$ cat config.mk
export PLATFORM = sky130hd
export DESIGN_NAME = time_interval_error_meter_unit
export DESIGN_NICKNAME = d
export VERILOG_FILES = /design/src/hdl/tiem_pkg.sv /design/src/hdl/tiem_in_reg.sv /design/src/hdl/tiem_core.sv /design/src/hdl/tiem_out_reg.sv /design/src/hdl/time_interval_error_meter_unit.sv
export SDC_FILE = /design/constraint.sdc
export NUM_CORES = 1
export LEC_CHECK = 0
export BUFFER_PORTS_ARGS = -buffer_cell sky130_fd_sc_hd__clkbuf_2
export CORE_MARGIN = 8
export CORE_UTILIZATION = 33
export DETAILED_ROUTE_END_ITERATION = 6
export GPL_ROUTABILITY_DRIVEN = 0
export HOLD_SLACK_MARGIN = 0.12
export PLACE_DENSITY_LB_ADDON = 0.12
export SLEW_MARGIN = 40
export SYNTH_ARGS = -nofsm -noshare
export SYNTH_HDL_FRONTEND = slang
export SYNTH_SLANG_ARGS = --single-unit
$ cat constraint.sdc
create_clock -name clk -period 13.6 [get_ports clk]
set_clock_uncertainty 0.05 [all_clocks]
set_input_delay 1.36 -clock clk [delete_from_list [all_inputs] [get_ports clk]]
set_output_delay 1.36 -clock clk [all_outputs]
set_load 0.005 [all_outputs]
$ cat src/hdl/tiem_pkg.sv
// Shared types and constants of the time interval error meter.
`default_nettype none
package tiem_pkg;

  localparam int TIME_BITS_DEF = 62;

  typedef enum logic [1:0] {
    FUNC_CLOCK  = 2'd0,
    FUNC_GOLDEN = 2'd1,
    FUNC_END    = 2'd2
  } func_t;

  typedef struct packed {
    logic emit;
    logic is_final;
  } tiem_step_t;

endpackage
`default_nettype wire

$ cat src/hdl/tiem_in_reg.sv
// Input register of the time interval error meter.
`default_nettype none
module tiem_in_reg #(
  parameter int TIME_BITS = tiem_pkg::TIME_BITS_DEF
) (
  input  wire logic                 clk,
  input  wire logic                 rst_n,
  input  wire logic                 in_valid,
  output logic                      in_stall,
  input  wire logic [1:0]           in_func,
  input  wire logic [TIME_BITS-1:0] in_edge_time,
  input  wire logic                 advance,
  output logic                      item_valid,
  output logic [1:0]                item_func,
  output logic [TIME_BITS-1:0]      item_time
);

  logic                 valid_r;
  logic                 valid_nxt;
  logic [1:0]           func_r;
  logic [TIME_BITS-1:0] time_r;

  assign in_stall  = valid_r && !advance;
  assign valid_nxt = in_stall ? valid_r : in_valid;

  always_ff @(posedge clk) begin
    if (!rst_n) begin
      valid_r <= 1'b0;
    end else begin
      valid_r <= valid_nxt;
    end
  end

  always_ff @(posedge clk) begin
    if (!in_stall && in_valid) begin
      func_r <= in_func;
      time_r <= in_edge_time;
    end
  end

  assign item_valid = valid_r;
  assign item_func  = func_r;
  assign item_time  = time_r;

endmodule
`default_nettype wire

$ cat src/hdl/tiem_core.sv
// Interval state and sample arithmetic of the time interval error meter.
`default_nettype none
module tiem_core #(
  parameter int TIME_BITS = tiem_pkg::TIME_BITS_DEF
) (
  input  wire logic                 clk,
  input  wire logic                 rst_n,
  input  wire logic                 cfg_valid,
  input  wire logic [TIME_BITS-1:0] cfg_holdoff,
  input  wire logic                 item_valid,
  input  wire logic [1:0]           item_func,
  input  wire logic [TIME_BITS-1:0] item_time,
  input  wire logic                 advance,
  output tiem_pkg::tiem_step_t      step,
  output logic [TIME_BITS-1:0]      res_sample_time,
  output logic [TIME_BITS:0]        res_interval_error,
  output logic [TIME_BITS-1:0]      res_sample_duration
);

  logic [TIME_BITS-1:0] skip_r;
  logic [TIME_BITS-1:0] last_golden_r;
  logic [TIME_BITS-1:0] last_golden_nxt;
  logic                 golden_seen_r;
  logic                 golden_seen_nxt;
  logic [TIME_BITS-1:0] pending_r;
  logic [TIME_BITS-1:0] pending_nxt;
  logic                 pending_valid_r;
  logic                 pending_valid_nxt;
  logic [TIME_BITS-1:0] held_mid_r;
  logic [TIME_BITS-1:0] held_mid_nxt;
  logic [TIME_BITS-1:0] held_clk_r;
  logic [TIME_BITS-1:0] held_clk_nxt;
  logic                 held_valid_r;
  logic                 held_valid_nxt;

  logic                 fire;
  logic [TIME_BITS-1:0] delta;
  logic [TIME_BITS-1:0] mid;
  logic                 measured;

  assign fire     = item_valid && advance;
  assign delta    = item_time - last_golden_r;
  assign mid      = last_golden_r + {1'b0, delta[TIME_BITS-1:1]};
  assign measured = golden_seen_r && pending_valid_r && (pending_r < item_time);

  always_comb begin
    last_golden_nxt   = last_golden_r;
    golden_seen_nxt   = golden_seen_r;
    pending_nxt       = pending_r;
    pending_valid_nxt = pending_valid_r;
    held_mid_nxt      = held_mid_r;
    held_clk_nxt      = held_clk_r;
    held_valid_nxt    = held_valid_r;
    step              = '0;
    res_sample_time     = held_mid_r;
    res_interval_error  = {1'b0, held_clk_r} - {1'b0, held_mid_r};
    res_sample_duration = pending_r - held_mid_r;
    if (fire) begin
      case (item_func)
        tiem_pkg::FUNC_CLOCK: begin
          if (golden_seen_r && !pending_valid_r && (item_time > last_golden_r)) begin
            pending_nxt       = item_time;
            pending_valid_nxt = 1'b1;
          end
        end
        tiem_pkg::FUNC_GOLDEN: begin
          if (measured && (last_golden_r >= skip_r)) begin
            step.emit      = held_valid_r;
            held_mid_nxt   = mid;
            held_clk_nxt   = pending_r;
            held_valid_nxt = 1'b1;
          end
          last_golden_nxt   = item_time;
          golden_seen_nxt   = 1'b1;
          pending_valid_nxt = 1'b0;
        end
        tiem_pkg::FUNC_END: begin
          step.emit           = held_valid_r;
          step.is_final       = 1'b1;
          res_sample_duration = {{(TIME_BITS-1){1'b0}}, 1'b1};
          golden_seen_nxt     = 1'b0;
          pending_valid_nxt   = 1'b0;
          held_valid_nxt      = 1'b0;
        end
        default: begin
        end
      endcase
    end
  end

  always_ff @(posedge clk) begin
    if (!rst_n) begin
      skip_r          <= '0;
      golden_seen_r   <= 1'b0;
      pending_valid_r <= 1'b0;
      held_valid_r    <= 1'b0;
    end else begin
      if (cfg_valid) begin
        skip_r <= cfg_holdoff;
      end
      golden_seen_r   <= golden_seen_nxt;
      pending_valid_r <= pending_valid_nxt;
      held_valid_r    <= held_valid_nxt;
    end
  end

  always_ff @(posedge clk) begin
    last_golden_r <= last_golden_nxt;
    pending_r     <= pending_nxt;
    held_mid_r    <= held_mid_nxt;
    held_clk_r    <= held_clk_nxt;
  end

`ifndef NO_ASSERTIONS
  a_pending_needs_golden: assert property (@(posedge clk) disable iff (!rst_n)
    pending_valid_r |-> golden_seen_r)
    else $error("Pending clock edge without a golden edge.");

  a_end_clears: assert property (@(posedge clk) disable iff (!rst_n)
    (fire && item_func == tiem_pkg::FUNC_END) |=> (!held_valid_r && !golden_seen_r))
    else $error("End of capture did not clear the state.");

  a_clock_no_sample: assert property (@(posedge clk) disable iff (!rst_n)
    (fire && item_func == tiem_pkg::FUNC_CLOCK) |-> !step.emit)
    else $error("A clock edge produced a sample.");

  a_final_only_at_end: assert property (@(posedge clk) disable iff (!rst_n)
    step.is_final |-> (fire && item_func == tiem_pkg::FUNC_END))
    else $error("Final flag raised outside end of capture.");
`endif

endmodule
`default_nettype wire

$ cat src/hdl/tiem_out_reg.sv
// Result register of the time interval error meter.
`default_nettype none
module tiem_out_reg #(
  parameter int TIME_BITS = tiem_pkg::TIME_BITS_DEF
) (
  input  wire logic                 clk,
  input  wire logic                 rst_n,
  input  wire tiem_pkg::tiem_step_t step,
  input  wire logic [TIME_BITS-1:0] res_sample_time,
  input  wire logic [TIME_BITS:0]   res_interval_error,
  input  wire logic [TIME_BITS-1:0] res_sample_duration,
  output logic                      advance,
  output logic                      out_valid,
  input  wire logic                 out_stall,
  output logic [TIME_BITS-1:0]      out_sample_time,
  output logic [TIME_BITS:0]        out_interval_error,
  output logic [TIME_BITS-1:0]      out_sample_duration,
  output logic                      out_is_final
);

  logic                 valid_r;
  logic                 valid_nxt;
  logic [TIME_BITS-1:0] time_r;
  logic [TIME_BITS:0]   error_r;
  logic [TIME_BITS-1:0] duration_r;
  logic                 final_r;

  assign advance   = !valid_r || !out_stall;
  assign valid_nxt = advance ? step.emit : valid_r;

  always_ff @(posedge clk) begin
    if (!rst_n) begin
      valid_r <= 1'b0;
    end else begin
      valid_r <= valid_nxt;
    end
  end

  always_ff @(posedge clk) begin
    if (advance && step.emit) begin
      time_r     <= res_sample_time;
      error_r    <= res_interval_error;
      duration_r <= res_sample_duration;
      final_r    <= step.is_final;
    end
  end

  assign out_valid           = valid_r;
  assign out_sample_time     = time_r;
  assign out_interval_error  = error_r;
  assign out_sample_duration = duration_r;
  assign out_is_final        = final_r;

endmodule
`default_nettype wire

$ cat src/hdl/time_interval_error_meter_unit.sv
// Top level of the time interval error meter.
//
// The input channel carries a time-ordered stream of edges: in_func selects a
// clock edge, a golden reference edge or the end-of-capture mark, and
// in_edge_time gives the timestamp. A transfer takes place when in_valid is
// high and in_stall is low; one item can be taken in every cycle.
// Each golden edge that closes an interval holding a clock edge may release the
// previously measured sample on the output channel, with its midpoint, its
// interval error and its duration. End of capture releases the held sample
// marked final and clears the measurement state.
// An item is evaluated while it sits in the input register, and a result that
// it releases is loaded into the output register. The output register holds a
// result while out_stall is high; the input register then fills and in_stall
// rises, so nothing is lost. The hold-off time, before which reference
// intervals give no sample, is written through cfg_valid and cfg_holdoff; the
// user must write it only while idle, as the block itself does not enforce
// this. cfg_ready is always high. Synchronous reset clears all valid flags and
// sets the hold-off time to zero.
`default_nettype none
module time_interval_error_meter_unit #(
  parameter int TIME_BITS = tiem_pkg::TIME_BITS_DEF
) (
  input  wire logic                 clk,
  input  wire logic                 rst_n,
  input  wire logic                 cfg_valid,
  output logic                      cfg_ready,
  input  wire logic [TIME_BITS-1:0] cfg_holdoff,
  input  wire logic                 in_valid,
  output logic                      in_stall,
  input  wire logic [1:0]           in_func,
  input  wire logic [TIME_BITS-1:0] in_edge_time,
  output logic                      out_valid,
  input  wire logic                 out_stall,
  output logic [TIME_BITS-1:0]      out_sample_time,
  output logic [TIME_BITS:0]        out_interval_error,
  output logic [TIME_BITS-1:0]      out_sample_duration,
  output logic                      out_is_final
);

  logic                 advance;
  logic                 item_valid;
  logic [1:0]           item_func;
  logic [TIME_BITS-1:0] item_time;
  tiem_pkg::tiem_step_t step;
  logic [TIME_BITS-1:0] res_sample_time;
  logic [TIME_BITS:0]   res_interval_error;
  logic [TIME_BITS-1:0] res_sample_duration;

  assign cfg_ready = 1'b1;

  tiem_in_reg #(.TIME_BITS(TIME_BITS)) u_in_reg (
    .clk          (clk),
    .rst_n        (rst_n),
    .in_valid     (in_valid),
    .in_stall     (in_stall),
    .in_func      (in_func),
    .in_edge_time (in_edge_time),
    .advance      (advance),
    .item_valid   (item_valid),
    .item_func    (item_func),
    .item_time    (item_time)
  );

  tiem_core #(.TIME_BITS(TIME_BITS)) u_core (
    .clk                 (clk),
    .rst_n               (rst_n),
    .cfg_valid           (cfg_valid),
    .cfg_holdoff         (cfg_holdoff),
    .item_valid          (item_valid),
    .item_func           (item_func),
    .item_time           (item_time),
    .advance             (advance),
    .step                (step),
    .res_sample_time     (res_sample_time),
    .res_interval_error  (res_interval_error),
    .res_sample_duration (res_sample_duration)
  );

  tiem_out_reg #(.TIME_BITS(TIME_BITS)) u_out_reg (
    .clk                 (clk),
    .rst_n               (rst_n),
    .step                (step),
    .res_sample_time     (res_sample_time),
    .res_interval_error  (res_interval_error),
    .res_sample_duration (res_sample_duration),
    .advance             (advance),
    .out_valid           (out_valid),
    .out_stall           (out_stall),
    .out_sample_time     (out_sample_time),
    .out_interval_error  (out_interval_error),
    .out_sample_duration (out_sample_duration),
    .out_is_final        (out_is_final)
  );

endmodule
`default_nettype wire

==> summary.md <==
| Metric | Value |
|---|---|
| Fraction of layout instances using a drive strength above 1 | 12.6% |
| Total negative slack | 0 ns |
| Pins over their slew limit | 0 |
| IO buf count | 320 |
| Antenna violations before repair | 3 |
| Hold violation total from the final report | 0 |
| Switching power | 0.00118 W |
| Time the final worst path needs with I/O delays and setup | 6.04 ns |
| Clock latency on the worst-skew pair | 0.64 ns |
| Worst-Margin Slew | 0.800 ns |
| Ys Warns | 0 |
| Most instantiated flip-flop cell in the synthesis netlist | sky130_fd_sc_hd__edfxtp_1 |
| Number of nets in the layout | 4222 |
| Wire length per cell after detailed routing | 21.7 um |
| Part of the power in combinational logic | 13.6% |
| DR vias | 26300 |
| Worst-path fanout max | 6 |
| Post-cts sizing count | 0 |
| Standard-cell rows | 120 |
| Pwr Density | 112 nW/um2 |
| Critical path data required time | 13.92 ns |
| Hold bufs inserted after CTS | 0 |
| Sink Count | 567 |
| Arr. time, crit path | 6.36 ns |
| Sequential fraction of design power | 43.4% |
| 1st-pass router iterations | 5 |
| Final setup viols | 0 |
| HPWL Detailed | 90400 um |
| Total Die Area | 118000 um2 |
| Diodes inserted | 0 |
| WL final | 112000 um |
| Relative slew margins | 46.6% |
| Chip width | 343 um |
| Post-Synthesis Cells | 3387 |
| Deepest clock path buffer count | 3 |
| Starting density of the core | 33.1% |
| Fraction of registers with async set or reset after synthesis | 0% |
| Filler cell count in the final layout | 10600 |
| Footprint of the multi-input gates | 17400 um2 |
| Clock edge transition at the registers on the reported setup and hold paths | 0.06 ns |
| Vias in the first global route | 25700 |
| Mean instance size in the synthesized netlist | 10.4 um2 |
| Leak | 17.4 nW |
| RSZ-0062 raised after global routing | no |
| Commonest non-fill, non-tap cells in the layout | 500 x sky130_fd_sc_hd__edfxtp_1, 380 x sky130_fd_sc_hd__ha_1, 319 x sky130_fd_sc_hd__clkbuf_2 |
| Area of the mapped netlist | 35200 um2 |
| Setup crit start kind | flop |
| Min-Delay Path Class | flop to flop |
| Vias per cell | 5.10 |
| Clock tree from TritonCTS | yes |
| Register area share after synthesis | 46.4% |
| Internal Dissipation | 0.00337 W |
| Mapped Nets | 3902 |
| Top-level port count | 322 |
| Final worst-path cycle share | 44.4% |
| Final hold slack | 0.390 ns |
| CP endpoint kind | flop |
| Crit Path Category | flop to flop |
| VDD IR max | 0.0000764 V |
| Number of levels the H-tree was split into | 3 |
| Part of the power in the clock network | 42.9% |
| Number of setup buffers added after CTS | 0 |
| DRC violation total after the first TritonRoute iteration | 1813 |
| Area occupied by registers | 16400 um2 |
| Switching share of total power | 25.9% |
| Most common cell after layout, fill and taps aside | sky130_fd_sc_hd__edfxtp_1 |
| Leftover overflow at the end of global routing | 0 |
| Largest net degree at the start of global routing | 72 |
| Global-route wire length before repair | 165000 um |
| Chip Height | 343 um |
| Residual DRC | 0 |
| FF+latch count, synth | 567 |
| Distinct cell type count after synthesis | 84 |
| Tot GR Track Use | 18.5% |
| Core region area | 106000 um2 |
| Number of synthesized flops with an enable pin | 500 |
| Status | complete, no violations |
| Number of routed nets with antenna violations | 0 |
| Number of violations of the max-capacitance limit | 0 |
| Num CTS Buffers | 71 |
| Maximum clock rate | 166 MHz |
| Buffer cell driving the clock tree root | sky130_fd_sc_hd__clkbuf_16 |
| Synth-to-layout area growth | 15.9% |
-- final timing paths --
path | from | end | slack, ns | cells after the start
worst max register to register | u_core.last_golden_r[1] | u_core.res_sample_time[51] | 7.56 | 23
worst max-delay path | u_core.last_golden_r[1] | u_core.res_sample_time[51] | 7.56 | 23
worst min-delay path | u_core.res_sample_time[17] | u_out_reg.out_sample_time[17] | 0.39 | 0
worst min register to register | u_core.res_sample_time[17] | u_out_reg.out_sample_time[17] | 0.39 | 0
-- synth_stat cells (17+ instances only) --
cell | n | area [um2]
sky130_fd_sc_hd__a21oi_1 | 291 | 1460
sky130_fd_sc_hd__ha_1 | 380 | 4750
sky130_fd_sc_hd__o21ai_1 | 34 | 170
sky130_fd_sc_hd__o21a_1 | 43 | 323
sky130_fd_sc_hd__inv_1 | 320 | 1200
sky130_fd_sc_hd__nand2_1 | 175 | 657
sky130_fd_sc_hd__o21bai_1 | 46 | 345
sky130_fd_sc_hd__dfxtp_1 | 67 | 1340
sky130_fd_sc_hd__a211oi_1 | 36 | 270
sky130_fd_sc_hd__nor3_1 | 55 | 275
sky130_fd_sc_hd__nand4_1 | 87 | 544
sky130_fd_sc_hd__a31oi_1 | 34 | 213
sky130_fd_sc_hd__a21o_1 | 195 | 1460
sky130_fd_sc_hd__and3_1 | 26 | 163
sky130_fd_sc_hd__o21ai_0 | 127 | 636
sky130_fd_sc_hd__mux2i_1 | 69 | 691
sky130_fd_sc_hd__o211ai_1 | 17 | 128
sky130_fd_sc_hd__edfxtp_1 | 500 | 15000
sky130_fd_sc_hd__xnor2_1 | 130 | 1140
sky130_fd_sc_hd__xor2_1 | 81 | 709
sky130_fd_sc_hd__nor2_1 | 252 | 946
sky130_fd_sc_hd__clkbuf_1 | 73 | 274
sky130_fd_sc_hd__and2_1 | 19 | 119
sky130_fd_sc_hd__nand3_1 | 53 | 265
sky130_fd_sc_hd__nand2b_1 | 26 | 163
sky130_fd_sc_hd__nor2b_1 | 37 | 231
-- cell type report --
cell class,instances,area share [%]
Clock buffer,87,4.76
Sequential cell,567,40.1
Tap cell,1403,4.30
Timing Repair Buffer,337,4.31
Inverter,320,2.94
Multi-Input combinational cell,2410,42.6
Clock inverter,39,1.08
-- critical path, cell delays in order (launching register included) --
cell,delay (ns)
sky130_fd_sc_hd__edfxtp_1,0.50
sky130_fd_sc_hd__inv_1,0.08
sky130_fd_sc_hd__ha_1,0.29
sky130_fd_sc_hd__nor2b_1,0.14
sky130_fd_sc_hd__o21a_1,0.18
sky130_fd_sc_hd__o21ai_1,0.23
sky130_fd_sc_hd__a21oi_1,0.17
sky130_fd_sc_hd__a31oi_1,0.54
sky130_fd_sc_hd__nand3b_1,0.21
sky130_fd_sc_hd__nor2_1,0.06
sky130_fd_sc_hd__a31oi_1,0.30
sky130_fd_sc_hd__o21ai_0,0.17
sky130_fd_sc_hd__xor2_1,0.17
sky130_fd_sc_hd__ha_1,0.35
sky130_fd_sc_hd__a21oi_1,0.17
sky130_fd_sc_hd__o21ai_1,0.10
sky130_fd_sc_hd__a2111oi_0,0.58
sky130_fd_sc_hd__o31ai_1,0.12
sky130_fd_sc_hd__a21oi_1,0.33
sky130_fd_sc_hd__nor2b_1,0.14
sky130_fd_sc_hd__a31oi_1,0.42
sky130_fd_sc_hd__o21ai_1,0.19
sky130_fd_sc_hd__a21oi_1,0.22
sky130_fd_sc_hd__xnor2_1,0.09
-- logic make-up after synthesis --
family	after synthesis	synth area share, %
buffers and inverters	410	4.40
AO/OA/AOI/OAI	933	17.1
AND/OR/NAND/NOR	812	11.2
other	1	0.0106
XOR/XNOR	211	5.24
multiplexers	69	1.96
adder cells (fa/ha/maj)	384	13.7
flip-flops	567	46.4
-- power groups by stage --
stage | clock network, W | registers [W] | logic (W)
floorplan | 0 | 0.00199 | 0.000450
finish | 0.00196 | 0.00198 | 0.000622
global placement | 0 | 0.00201 | 0.000618
global route | 0.00208 | 0.00198 | 0.000692
CTS | 0.00203 | 0.00198 | 0.000620
detailed placement | 0 | 0.00201 | 0.000616
-- layer usage --
metal / vias up / routed length, um / global-route usage [%]
met1: 12400 / 58300 / 28.4
met2: 660 / 45200 / 26.6
met5: - / 0 / 0
li1: 13100 / - / -
met4: 0 / 2770 / 5.37
met3: 121 / 5670 / 2.57
-- through the flow --
stage	instances	util [%]	total power [W]	cell area, um2	setup slack (ns)
finish	5163	38.4	0.00455	40800	7.56
global route	5163	38.4	0.00475	40800	7.05
CTS	5163	38.4	0.00462	40800	7.66
detailed placement	5037	36.1	0.00263	38400	7.68
global placement	5035	36.1	0.00263	38400	7.74
floorplan	3387	-	0.00244	35200	1.51
-- sequential cells by signal (all words and copies together), names as in the netlist --
| name | flops |
|---|---|
| u_out_reg.out_interval_error | 63 |
| u_out_reg.out_sample_time | 62 |
| u_core.last_golden_r | 62 |
| u_in_reg.item_func | 2 |
| u_out_reg.out_valid | 1 |
| u_core.held_valid_r | 1 |
| u_core.skip_r | 62 |
| u_out_reg.out_is_final | 1 |
| u_core.pending_valid_r | 1 |
| u_core.res_sample_time | 62 |
| u_out_reg.out_sample_duration | 62 |
| u_in_reg.item_valid | 1 |
| u_core.golden_seen_r | 1 |
| u_core.held_clk_r | 62 |
| u_in_reg.item_time | 62 |
| u_core.pending_r | 62 |
Power figures use the tool's default switching activity.
